--- config.mk ---
export PLATFORM = sky130hd
export DESIGN_NAME = hamming_secded_decoder
export DESIGN_NICKNAME = d
export VERILOG_FILES = /design/src/hw/rtl/hsd_pkg.sv /design/src/hw/rtl/hamming_secded_decoder.sv
export SDC_FILE = /design/constraint.sdc
export NUM_CORES = 1
export LEC_CHECK = 0
export ABC_AREA = 1
export BUFFER_PORTS_ARGS = -buffer_cell sky130_fd_sc_hd__buf_2
export CAP_MARGIN = 20
export CORE_UTILIZATION = 50
export DETAILED_ROUTE_END_ITERATION = 7
export GPL_TIMING_DRIVEN = 0
export PLACE_DENSITY = 0.72
export SKIP_CTS_REPAIR_TIMING = 1
export SYNTH_ARGS = -nofsm -noshare
export SYNTH_HDL_FRONTEND = slang
export SYNTH_SLANG_ARGS = --single-unit
export TNS_END_PERCENT = 100
--- constraint.sdc ---
create_clock -name clk -period 7.5 [get_ports clk]
set_input_delay 1.875 -clock clk [delete_from_list [all_inputs] [get_ports clk]]
set_output_delay 1.875 -clock clk [all_outputs]
set_load 0.01 [all_outputs]
--- src/hw/rtl/hsd_pkg.sv ---
// hsd_pkg: constants, status codes and coverage masks for the hamming secded decoder
// no dependencies; imported by hamming_secded_decoder
`default_nettype none

package hsd_pkg;

  // field widths
  localparam int CODEWORD_W = 64;
  localparam int DATA_W     = 57;
  localparam int SYN_W      = 6;
  localparam int CFG_W      = 3;
  localparam int CFG_IDX_W  = 2;

  // default upper bound, lower bound and reset value for the check bit count
  localparam int MAX_CHECK_BITS_DEF = 6;
  localparam logic [2:0] MIN_CHECK_BITS = 3'd2;
  localparam logic [2:0] RESET_CHECK_BITS = 3'd3;

  // configuration register indexes
  typedef enum logic [CFG_IDX_W-1:0] {
    REG_CHECK_BITS    = 2'd0,
    REG_ODD_PARITY    = 2'd1,
    REG_DOUBLE_DETECT = 2'd2
  } cfg_reg_t;

  // decode status codes
  typedef enum logic [1:0] {
    STATUS_OK        = 2'd0,
    STATUS_CORRECTED = 2'd1,
    STATUS_DOUBLE    = 2'd2
  } status_t;

  // codeword bit i (position i+1) is covered by check bit p when bit p of i+1 is set
  function automatic logic [CODEWORD_W-1:0] syn_mask(input int p);
    logic [CODEWORD_W-1:0] m;
    m = '0;
    for (int i = 0; i < CODEWORD_W; i++) begin
      m[i] = (((i + 1) >> p) & 1) != 0;
    end
    return m;
  endfunction

endpackage

`default_nettype wire

--- src/hw/rtl/hamming_secded_decoder.sv ---
// hamming_secded_decoder: single pass hamming sec / secded decoder with config port
// depends on hsd_pkg
`default_nettype none
// Accept (start high, busy low) loads in_cw; the result register then raises done.
// Throughput: one codeword per cycle while busy is low; an input register feeds one
// combinational pass (syndrome, correction, packing) into the result register.
// done is high for exactly one cycle per transaction; the receiver cannot stall.
// Reset (rst, synchronous): busy is high during reset and the cycle after it, no
// transaction is in flight, and the registers return to check_bits 3, even parity, sec.

module hamming_secded_decoder
  import hsd_pkg::*;
#(
  parameter int MAX_CHECK_BITS = MAX_CHECK_BITS_DEF
) (
  input  wire logic                  clk,
  input  wire logic                  rst,
  // configuration port
  input  wire logic                  cfg_write,
  input  wire logic [CFG_IDX_W-1:0]  cfg_index,
  input  wire logic [CFG_W-1:0]      cfg_data,
  // command side
  input  wire logic                  start,
  output logic                       busy,
  input  wire logic [CODEWORD_W-1:0] codeword,
  // result side
  output logic                       done,
  output logic [DATA_W-1:0]          data_word,
  output logic [1:0]                 status,
  output logic [SYN_W-1:0]           syndrome,
  output logic                       overall_mismatch
);

  localparam logic [2:0] MaxR = 3'(MAX_CHECK_BITS);

  logic [2:0]            check_bits;
  logic                  odd_parity;
  logic                  double_detect;
  logic                  rst_q;
  logic                  in_valid;
  logic [CODEWORD_W-1:0] in_cw;

  logic [2:0]            r_eff;
  logic [SYN_W-1:0]      n;
  logic [CODEWORD_W-1:0] len_mask;
  logic [CODEWORD_W-1:0] cw_m;
  logic [SYN_W-1:0]      syn;
  logic                  overall;
  logic                  mismatch_next;
  status_t               status_next;
  logic [SYN_W-1:0]      flipped;
  logic [CODEWORD_W-1:0] flip_vec;
  logic [CODEWORD_W-1:0] cw_fix;
  logic [DATA_W-1:0]     data_next;
  logic                  accept;

  // busy covers reset and the cycle right after it
  assign busy   = rst | rst_q;
  assign accept = start & ~busy;

  // configuration registers
  always_ff @(posedge clk) begin
    if (rst) begin
      check_bits    <= RESET_CHECK_BITS;
      odd_parity    <= 1'b0;
      double_detect <= 1'b0;
    end else if (cfg_write) begin
      case (cfg_index)
        REG_CHECK_BITS:    check_bits    <= cfg_data;
        REG_ODD_PARITY:    odd_parity    <= cfg_data[0];
        REG_DOUBLE_DETECT: double_detect <= cfg_data[0];
        default: ;
      endcase
    end
  end

  // input register
  always_ff @(posedge clk) begin
    if (rst) begin
      rst_q    <= 1'b1;
      in_valid <= 1'b0;
    end else begin
      rst_q    <= 1'b0;
      in_valid <= accept;
    end
    if (accept) begin
      in_cw <= codeword;
    end
  end

  // effective check bit count and codeword length
  always_comb begin
    if (check_bits < MIN_CHECK_BITS) begin
      r_eff = MIN_CHECK_BITS;
    end else if (check_bits > MaxR) begin
      r_eff = MaxR;
    end else begin
      r_eff = check_bits;
    end
    n        = SYN_W'((7'd1 << r_eff) - 7'd1);
    len_mask = ~({CODEWORD_W{1'b1}} << n);
    cw_m     = in_cw & len_mask;
  end

  // syndrome and overall parity
  always_comb begin
    for (int p = 0; p < SYN_W; p++) begin
      syn[p] = (3'(p) < r_eff) ? ^(cw_m & syn_mask(p)) : 1'b0;
    end
    if (odd_parity) begin
      syn = syn ^ n;
    end
    overall = odd_parity ^ (^cw_m) ^ in_cw[n];
  end

  // sec / secded decision
  always_comb begin
    status_next   = STATUS_OK;
    flipped       = '0;
    mismatch_next = 1'b0;
    if (double_detect) begin
      mismatch_next = overall;
      if (overall) begin
        status_next = STATUS_CORRECTED;
        flipped     = syn;
      end else if (syn != '0) begin
        status_next = STATUS_DOUBLE;
      end
    end else if (syn != '0) begin
      status_next = STATUS_CORRECTED;
      flipped     = syn;
    end
  end

  // bit correction and packing of the non power of two positions
  always_comb begin
    int dpos;
    dpos      = 0;
    flip_vec  = (flipped != '0) ? ({{(CODEWORD_W-1){1'b0}}, 1'b1} << (flipped - 6'd1)) : '0;
    cw_fix    = cw_m ^ flip_vec;
    data_next = '0;
    for (int i = 0; i < CODEWORD_W - 1; i++) begin
      if (((i + 1) & i) != 0) begin
        data_next[SYN_W'(dpos)] = cw_fix[i];
        dpos = dpos + 1;
      end
    end
  end

  // result register
  always_ff @(posedge clk) begin
    if (rst) begin
      done <= 1'b0;
    end else begin
      done <= in_valid;
    end
    if (in_valid) begin
      data_word        <= data_next;
      status           <= status_next;
      syndrome         <= flipped;
      overall_mismatch <= mismatch_next;
    end
  end

`ifndef ASSERT_OFF
  a_latency: assert property (@(posedge clk) disable iff (rst)
    accept |-> ##2 done)
    else $error("accepted transaction did not complete after two cycles");

  a_ok_clean: assert property (@(posedge clk) disable iff (rst)
    (done && status == STATUS_OK) |-> (syndrome == '0 && !overall_mismatch))
    else $error("clean status with nonzero syndrome or mismatch");

  a_double_clean: assert property (@(posedge clk) disable iff (rst)
    (done && status == STATUS_DOUBLE) |-> (syndrome == '0 && !overall_mismatch))
    else $error("double error reported with a flipped bit");

  a_mismatch_fix: assert property (@(posedge clk) disable iff (rst)
    (done && overall_mismatch) |-> status == STATUS_CORRECTED)
    else $error("overall mismatch without correction status");

  a_sec_no_mismatch: assert property (@(posedge clk) disable iff (rst)
    (done && !double_detect) |-> (!overall_mismatch && status != STATUS_DOUBLE))
    else $error("secded result in sec mode");
`endif

endmodule

`default_nettype wire
==> results.txt, run 1 <==
----------------------------------------------------
[Status]
  Run status ... complete, no violations

[Synthesis]
  Summed instance area of the synthesized netlist ... 8120 µm²
  Number of warnings printed during yosys synthesis ... 0
  Flip-flop cell with the highest count after synthesis ... edfxtp_1
  Dominant combinational cell family by area after synthesis ... simple AND/OR/NAND/NOR gates
  Simple logic cell fraction of the synthesized area ... 35.8%
  Post-synthesis cell type count ... 43
  Most used standard cell by instance count after synthesis ... nand2_1
  Cell types with the highest counts after synthesis ... nand2_1 (369), inv_1 (136), nand3_1 (123)
  Count of flip-flops with a built-in enable after synthesis ... 105
  Cell types occupying the most area after synthesis ... edfxtp_1 (39%), nand2_1 (17%), nand3_1 (7.6%), inv_1 (6.3%), xor2_1 (3.6%)
  Syn Area/Cell ... 7.44 µm²
  Multiplexer share of the synthesized area ... 0%
  Proportion of synthesized flip-flops having asynchronous set or reset ... 0%
  Area share of the largest cell type after synthesis ... 38.8%
  Parity-gate share of the synthesized area counting xor and xnor cells ... 6.35%
  Share of the yosys chip area belonging to registers ... 40.8%
  Area fraction in compound gates after synthesis ... 5.07%
  Yosys top cell by area ... edfxtp_1
  Adder-cell area share of the yosys netlist ... 0.616%
  Cell count after synthesis ... 1,092
  Synth Register Bits ... 113

[Run]
  Max-capacitance violation count ... 0

[Detailed routing]
  DRC violation count after routing ... 0
  Total vias in the final route ... 7,245
  Remaining antenna violation count after routing ... 0
  Post-Route WL ... 19,200 µm
  Average vias per placed instance ... 4.88
  Drt wl/cell ... 13.0 µm
  Drt first pass iters ... 7
  Number of DRC violations after detailed-routing iteration 0 ... 567

[CTS]
  Number of buffers between clock root and the deepest sink ... 2
  Clock buffers created by TritonCTS ... 17
  Buffer type at the clock tree root ... clkbuf_16
  Clock slew seen by the registers of the worst setup and hold paths ... 0.05 ns
  CTS tree ... yes
  Clk_lat worst skew ... 0.42 ns
  CTS H-tree lvls ... 4
  Total clock sinks ... 113

[Critical path]
  Worst EP required ... 7.67 ns
  Critical path launch point type ... flip-flop
  Cell type with the highest occurrence count on the critical path ... nand2_1
  Buf+Inv Stages, Crit Path ... 7
  R2R Path Start ... check_bits[2]$_SDFFE_PP0P_
  WP data arrival ... 5.03 ns
  Crit Path Max Fanout ... 10
  Cell with the largest stage delay on the worst path ... nor3_1
  Reg2Reg Capture Point ... data_word[12]$_DFFE_PP_
  Crit-path leading delay family ... simple AND/OR/NAND/NOR gates
  Type of element capturing the critical path ... flip-flop
  Register-to-register setup slack ... 2.64 ns
  Worst stage delay on the critical path ... 0.45 ns
  Startpoint-to-endpoint class of the critical path ... reg2reg
  Logic depth of the worst register-to-register path ... 27

[STA]
  Fin Hold WS ... 0.455 ns
  Time the worst path needs with I/O delays and setup ... 4.86 ns
  Share of the clock period used by the worst path after layout ... 64.8%
  Number of pins with negative max-slew slack in the final report ... 0
  Final number of setup-violating endpoints ... 0
  Slew Limit Headroom ... 46.4%
  FMAX ... 206 MHz
  Hold violation total from the final report ... 0
  Unrepaired setup endpoints after global routing ... no
  Maximum clock skew at final layout ... 0.00876 ns
  Tightest Pin Transition ... 0.802 ns
  Final TNS setup ... 0 ns

[Placed design]
  HPWL Detailed ... 15,400 µm
  Routability cong. ... 0.909
  Port Buf Inserts ... 115
  Total placed instance area ... 9120 µm²
  Placed insts ... 1,452

[Floorplanning]
  Number of rows in the core area ... 46
  Width of the die ... 129 µm
  Total core area ... 15,900 µm²
  Starting density of the core ... 51.1%
  Vert. Die Dim ... 129 µm
  Die outline area ... 16,800 µm²
  Num ports ... 141

[Power and ir drop]
  Switching share of power ... 33.0%
  Combinational Power Share ... 28.7%
  Cell-internal power ... 0.00136 W
  Leak pwr ... 4.89 nW
  Max VDD drop ... 0.167 mV
  Total power ... 0.00204 W
  Sequential share of power ... 35.9%
  Power density cells ... 211 nW/µm²
  Clock network power share ... 35.4%
  Net switching power ... 0.000674 W

[Cells and area]
  NumNets Final ... 1,332
  Share of final-layout standard cells stronger than drive strength 1 ... 18.8%
  Layout Area Growth over Synthesis ... 18.8%
  Post-route non-filler standard cell count ... 1,484
  Filler Cells Inserted ... 1,440
  Antenna diode count ... 0
  Post-route design area ... 9650 µm²

[Global routing]
  Via count of the first global-routing pass ... 6,256
  Total Routing Usage GR ... 24.1%
  Antenna violations before repair ... 0
  Pin count of the biggest net entering global routing ... 42
  Global route overflow ... 0
  Wire length of the first global-routing pass ... 30,300 µm

[Hold path]
  Worst hold start ... in_valid$_SDFF_PP0_
  Number of instances on the worst hold path ... 2
  Worst min-delay path category ... reg2reg
  Worst hold endpoint ... done$_SDFF_PP0_

----------------------------------------------------
cells by family (layout without fill, tap and decap cells):
logic type      Yosys count  in the layout
compound gates           69             69
fa+ha+maj                 4              4
flops                   113            113
buf+inv                 196            345
other cells               2             29
simple gates            650            650
xor+xnor                 58             58
sequential cells by signal, indices dropped and copies added, names as in the netlist, 2 cells and up:
register and cells:
check_bits 3, data_word 32, in_cw 64, status 2
syndrome 6
cell type report:
cell class,instances,area (µm²),share of cell area (%)
Timing Repair Buffer,117,616,6.38
Multi-Input combinational cell,810,4000,41.4
Inverter,148,561,5.81
Clock inverter,6,32.5,0.337
Sequential cell,113,3310,34.4
Clock buffer,26,499,5.17
Buffer,48,358,3.71
Tap cell,216,270,2.80
stage by stage:
step / utilization, % / worst slack (ns)
after floorplan: - / 2.12
after global placement: 57.1 / 1.10
after detailed placement: 57.4 / 2.74
after CTS: 60.7 / 2.72
after global routing: 60.7 / 2.23
final: 60.7 / 2.64
worst register-to-register path, cell delays in order, from the launching register on:
cell and delay, ns:
dfxtp_1 0.32, buf_4 0.18, inv_1 0.24, o21ai_0 0.31, ha_1 0.41, buf_2 0.22, nor2_1 0.34, inv_1 0.10
nand2_1 0.14, xor2_1 0.19, inv_1 0.06, nand2_1 0.06, nand2_1 0.09, xnor2_1 0.24, nand3_1 0.11, nand2_1 0.09
nand2_1 0.07, nand2_1 0.07, nand2_1 0.09, nand3_4 0.16, buf_6 0.17, nand2_1 0.09, nor3_1 0.45, inv_1 0.08
nor2_1 0.16, nand2_1 0.07, nand2_1 0.05, nand2_1 0.05
power by group through the flow:
stage	clock network (W)	registers (W)	logic [W]
6_report	0.000722	0.000731	0.000585
5_1_grt	0.000755	0.000733	0.000654
4_1_cts	0.000735	0.000731	0.000578
3_5_place_dp	0	0.000744	0.000576
3_3_place_gp	0	0.000748	0.000567
2_1_floorplan	0	0.000749	0.000429
worst max-delay path by stage:
stage                               start                       to  slack [ns]  cells past startpoint
3_5_place_dp   check_bits[2]$_SDFFE_PP0P_  data_word[12]$_DFFE_PP_        2.74                     27
4_1_cts        check_bits[2]$_SDFFE_PP0P_  data_word[12]$_DFFE_PP_        2.72                     27
3_3_place_gp                          rst      in_cw[32]$_DFFE_PP_        1.10                      3
6_report       check_bits[2]$_SDFFE_PP0P_  data_word[12]$_DFFE_PP_        2.64                     27
5_1_grt        check_bits[2]$_SDFFE_PP0P_  data_word[12]$_DFFE_PP_        2.23                     27
2_1_floorplan                         rst       in_cw[0]$_DFFE_PP_        2.12                      2
layer usage:
| metal | wire length, µm | vias up | track usage, % |
|---|---|---|---|
| met5 | 0 | - | 0 |
| met4 | 482 | 0 | 11.4 |
| met3 | 1270 | 32 | 4.34 |
| met2 | 8460 | 246 | 37.2 |
| met1 | 9020 | 3159 | 32.7 |
| li1 | - | 3808 | - |
cell usage in the layout (no fill, tap or decap), types with 29 or more instances in the layout:
cell type,instances
buf_4,31
nand3_1,123
xor2_1,33
nand2_1,369
nor2_1,72
o21ai_0,30
conb_1,29
inv_1,136
edfxtp_1,105
buf_2,122
Power figures use the tool's default switching activity.
==> run 2, diff against run 1 <==
--- a/config.mk
+++ b/config.mk
@@ -11,7 +11,7 @@
 export CORE_UTILIZATION = 50
 export DETAILED_ROUTE_END_ITERATION = 7
 export GPL_TIMING_DRIVEN = 0
-export PLACE_DENSITY = 0.72
+export PLACE_DENSITY = 0.75
 export SKIP_CTS_REPAIR_TIMING = 1
 export SYNTH_ARGS = -nofsm -noshare
 export SYNTH_HDL_FRONTEND = slang
==> constraint.sdc (replaced) <==
create_clock -name clk -period 4.25 [get_ports clk]
set_input_delay 1.0625 -clock clk [delete_from_list [all_inputs] [get_ports clk]]
set_output_delay 1.0625 -clock clk [all_outputs]
set_load 0.01 [all_outputs]
==> results.txt, run 2 (synthesis results as in run 1) <==
----------------------------------------------------
[Status]
  Run status ... complete, no violations (unchanged)

[Floorplanning]
  Num ports ... 141 (unchanged)
  Width of the die ... 129 µm (unchanged)
  Die outline area ... 16,800 µm² (unchanged)
  Vert. Die Dim ... 129 µm (unchanged)
  Starting density of the core ... 51.1% (unchanged)
  Number of rows in the core area ... 46 (unchanged)
  Total core area ... 15,900 µm² (unchanged)

[Critical path]
  Critical path launch point type ... flip-flop (unchanged)
  Worst EP required ... 4.41 ns (was 7.67 ns)
  Cell type with the highest occurrence count on the critical path ... nand2_1 (unchanged)
  Cell with the largest stage delay on the worst path ... dfxtp_1 (was nor3_1)
  Startpoint-to-endpoint class of the critical path ... reg2reg (unchanged)
  WP data arrival ... 4.22 ns (was 5.03 ns)
  Worst stage delay on the critical path ... 0.38 ns (was 0.45 ns)
  Crit Path Max Fanout ... 10 (unchanged)
  Type of element capturing the critical path ... flip-flop (unchanged)

[CTS]
  Clock buffers created by TritonCTS ... 17 (unchanged)
  Clock slew seen by the registers of the worst setup and hold paths ... 0.05 ns (about the same)
  Number of buffers between clock root and the deepest sink ... 2 (unchanged)
  Clk_lat worst skew ... 0.42 ns (about the same)
  CTS tree ... yes (unchanged)
  CTS H-tree lvls ... 4 (unchanged)
  Buffer type at the clock tree root ... clkbuf_16 (unchanged)
  Total clock sinks ... 113 (unchanged)

[STA]
  Final number of setup-violating endpoints ... 0 (unchanged)
  Number of pins with negative max-slew slack in the final report ... 0 (unchanged)
  Fin Hold WS ... 0.473 ns (was 0.455 ns)
  Share of the clock period used by the worst path after layout ... 95.5% (was 64.8%)
  Maximum clock skew at final layout ... 0.0150 ns (was 0.00876 ns)
  FMAX ... 246 MHz (was 206 MHz)
  Hold violation total from the final report ... 0 (unchanged)
  Final TNS setup ... 0 ns (unchanged)
  Slew Limit Headroom ... 47.1% (was 46.4%)
  Time the worst path needs with I/O delays and setup ... 4.06 ns (was 4.86 ns)
  Tightest Pin Transition ... 0.791 ns (was 0.802 ns)

[Detailed routing]
  Remaining antenna violation count after routing ... 0 (unchanged)
  Post-Route WL ... 20,000 µm (was 19,200 µm)
  DRC violation count after routing ... 0 (unchanged)
  Drt wl/cell ... 13.3 µm (was 13.0 µm)
  Average vias per placed instance ... 5.03 (was 4.88)
  Number of DRC violations after detailed-routing iteration 0 ... 640 (was 567)
  Drt first pass iters ... 5 (was 7)
  Total vias in the final route ... 7,536 (was 7,245)

[Hold path]
  Worst min-delay path category ... reg2reg (unchanged)

[Global routing]
  Total Routing Usage GR ... 24.5% (was 24.1%)
  Via count of the first global-routing pass ... 6,465 (was 6,256)
  Antenna violations before repair ... 0 (unchanged)
  Pin count of the biggest net entering global routing ... 42 (unchanged)
  Global route overflow ... 0 (unchanged)
  Wire length of the first global-routing pass ... 31,000 µm (was 30,300 µm)

[Power and ir drop]
  Power density cells ... 387 nW/µm² (was 211 nW/µm²)
  Max VDD drop ... 0.303 mV (was 0.167 mV)
  Leak pwr ... 5.00 nW (was 4.89 nW)
  Total power ... 0.00386 W (was 0.00204 W)

[Cells and area]
  Top flop regs ... in_cw (64), data_word (32), syndrome (6) (unchanged)
  Share of final-layout standard cells stronger than drive strength 1 ... 22.2% (was 18.8%)
  NumNets Final ... 1,346 (was 1,332)
  Layout Area Growth over Synthesis ... 22.9% (was 18.8%)
  Multi-input gate area ... 4130 µm² (was 4000 µm²)
  Top register by number of flip-flops ... in_cw (unchanged)
  Number of flip-flops in the largest register ... 64 (unchanged)
  Antenna diode count ... 0 (unchanged)
  Most frequent standard cell in the layout excluding fill and tap cells ... nand2_1 (unchanged)
  Register Area ... 3320 µm² (was 3310 µm²)
  Filler Cells Inserted ... 1,438 (was 1,440)
  Most frequent cells in the layout ... nand2_1 (363), inv_1 (132), nand3_1 (121) (was nand2_1 (369), inv_1 (136), nand3_1 (123))
  Final cell utilization of the core ... 62.8% (was 60.7%)

[Placed design]
  HPWL Detailed ... 15,500 µm (was 15,400 µm)
  Port Buf Inserts ... 115 (unchanged)
  Routability cong. ... 0.921 (was 0.909)

[Run]
  Max-capacitance violation count ... 0 (unchanged)

----------------------------------------------------
run 2: cell count changes in the layout (fill, tap and decap cells not counted), sizes merged:
cell | previous run | this run
buf | 162 | 172
bufinv | 0 | 3
clkbuf | 29 | 27
clkinv | 7 | 8
clkinvlp | 1 | 4
inv | 146 | 145
run 2: worst paths after layout:
path,from,end,slack (ns),cells after the start
worst max-delay path,check_bits[2]$_SDFFE_PP0P_,data_word[24]$_DFFE_PP_,0.19,31
worst min-delay path,in_valid$_SDFF_PP0_,done$_SDFF_PP0_,0.47,2
worst max register to register,check_bits[2]$_SDFFE_PP0P_,data_word[24]$_DFFE_PP_,0.19,31
worst min register to register,in_valid$_SDFF_PP0_,done$_SDFF_PP0_,0.47,2
run 2: layer usage:
metal / GRT usage, % / part of all wire (%) / wire length [µm]
met1: 32.6 / 45 / 9050
met2: 39.8 / 46 / 9200
met3: 4.05 / 6.7 / 1340
met4: 9.64 / 2.0 / 397
met5: 0 / 0 / 0
run 2: layout make-up:
class	count	area share, %
inverter	148	5.66
timing repair buffer	131	7.40
clock buffer	20	4.48
tap	216	2.71
sequential	113	33.2
buffer	48	3.76
multi-input combinational	810	41.4
clock inverter	12	1.42
run 2: critical path: cells and delay by family (launching register included):
| family | cells | cell delay, ns |
|---|---|---|
| simple gates | 19 | 1.73 |
| buf+inv | 8 | 1.01 |
| compound gates | 3 | 0.48 |
| flops | 1 | 0.38 |
| fa+ha+maj | 1 | 0.18 |
run 2: power breakdown:
group | internal (W) | leakage [nW] | switching, W
Combinational | 0.000400 | 3.66 | 0.000756
Clock | 0.000926 | 0.283 | 0.000484
Sequential | 0.00127 | 1.05 | 0.0000199
run 2: through the flow:
step / cell area [µm²] / setup slack (ns) / cells
3_3_place_gp: 9070 / -0.483 / 1450
4_1_cts: 9700 / -0.567 / 1484
6_report: 9980 / 0.192 / 1498
5_1_grt: 9980 / -0.0744 / 1498
3_5_place_dp: 9120 / -0.524 / 1452
2_1_floorplan: 8220 / 0.403 / 1119
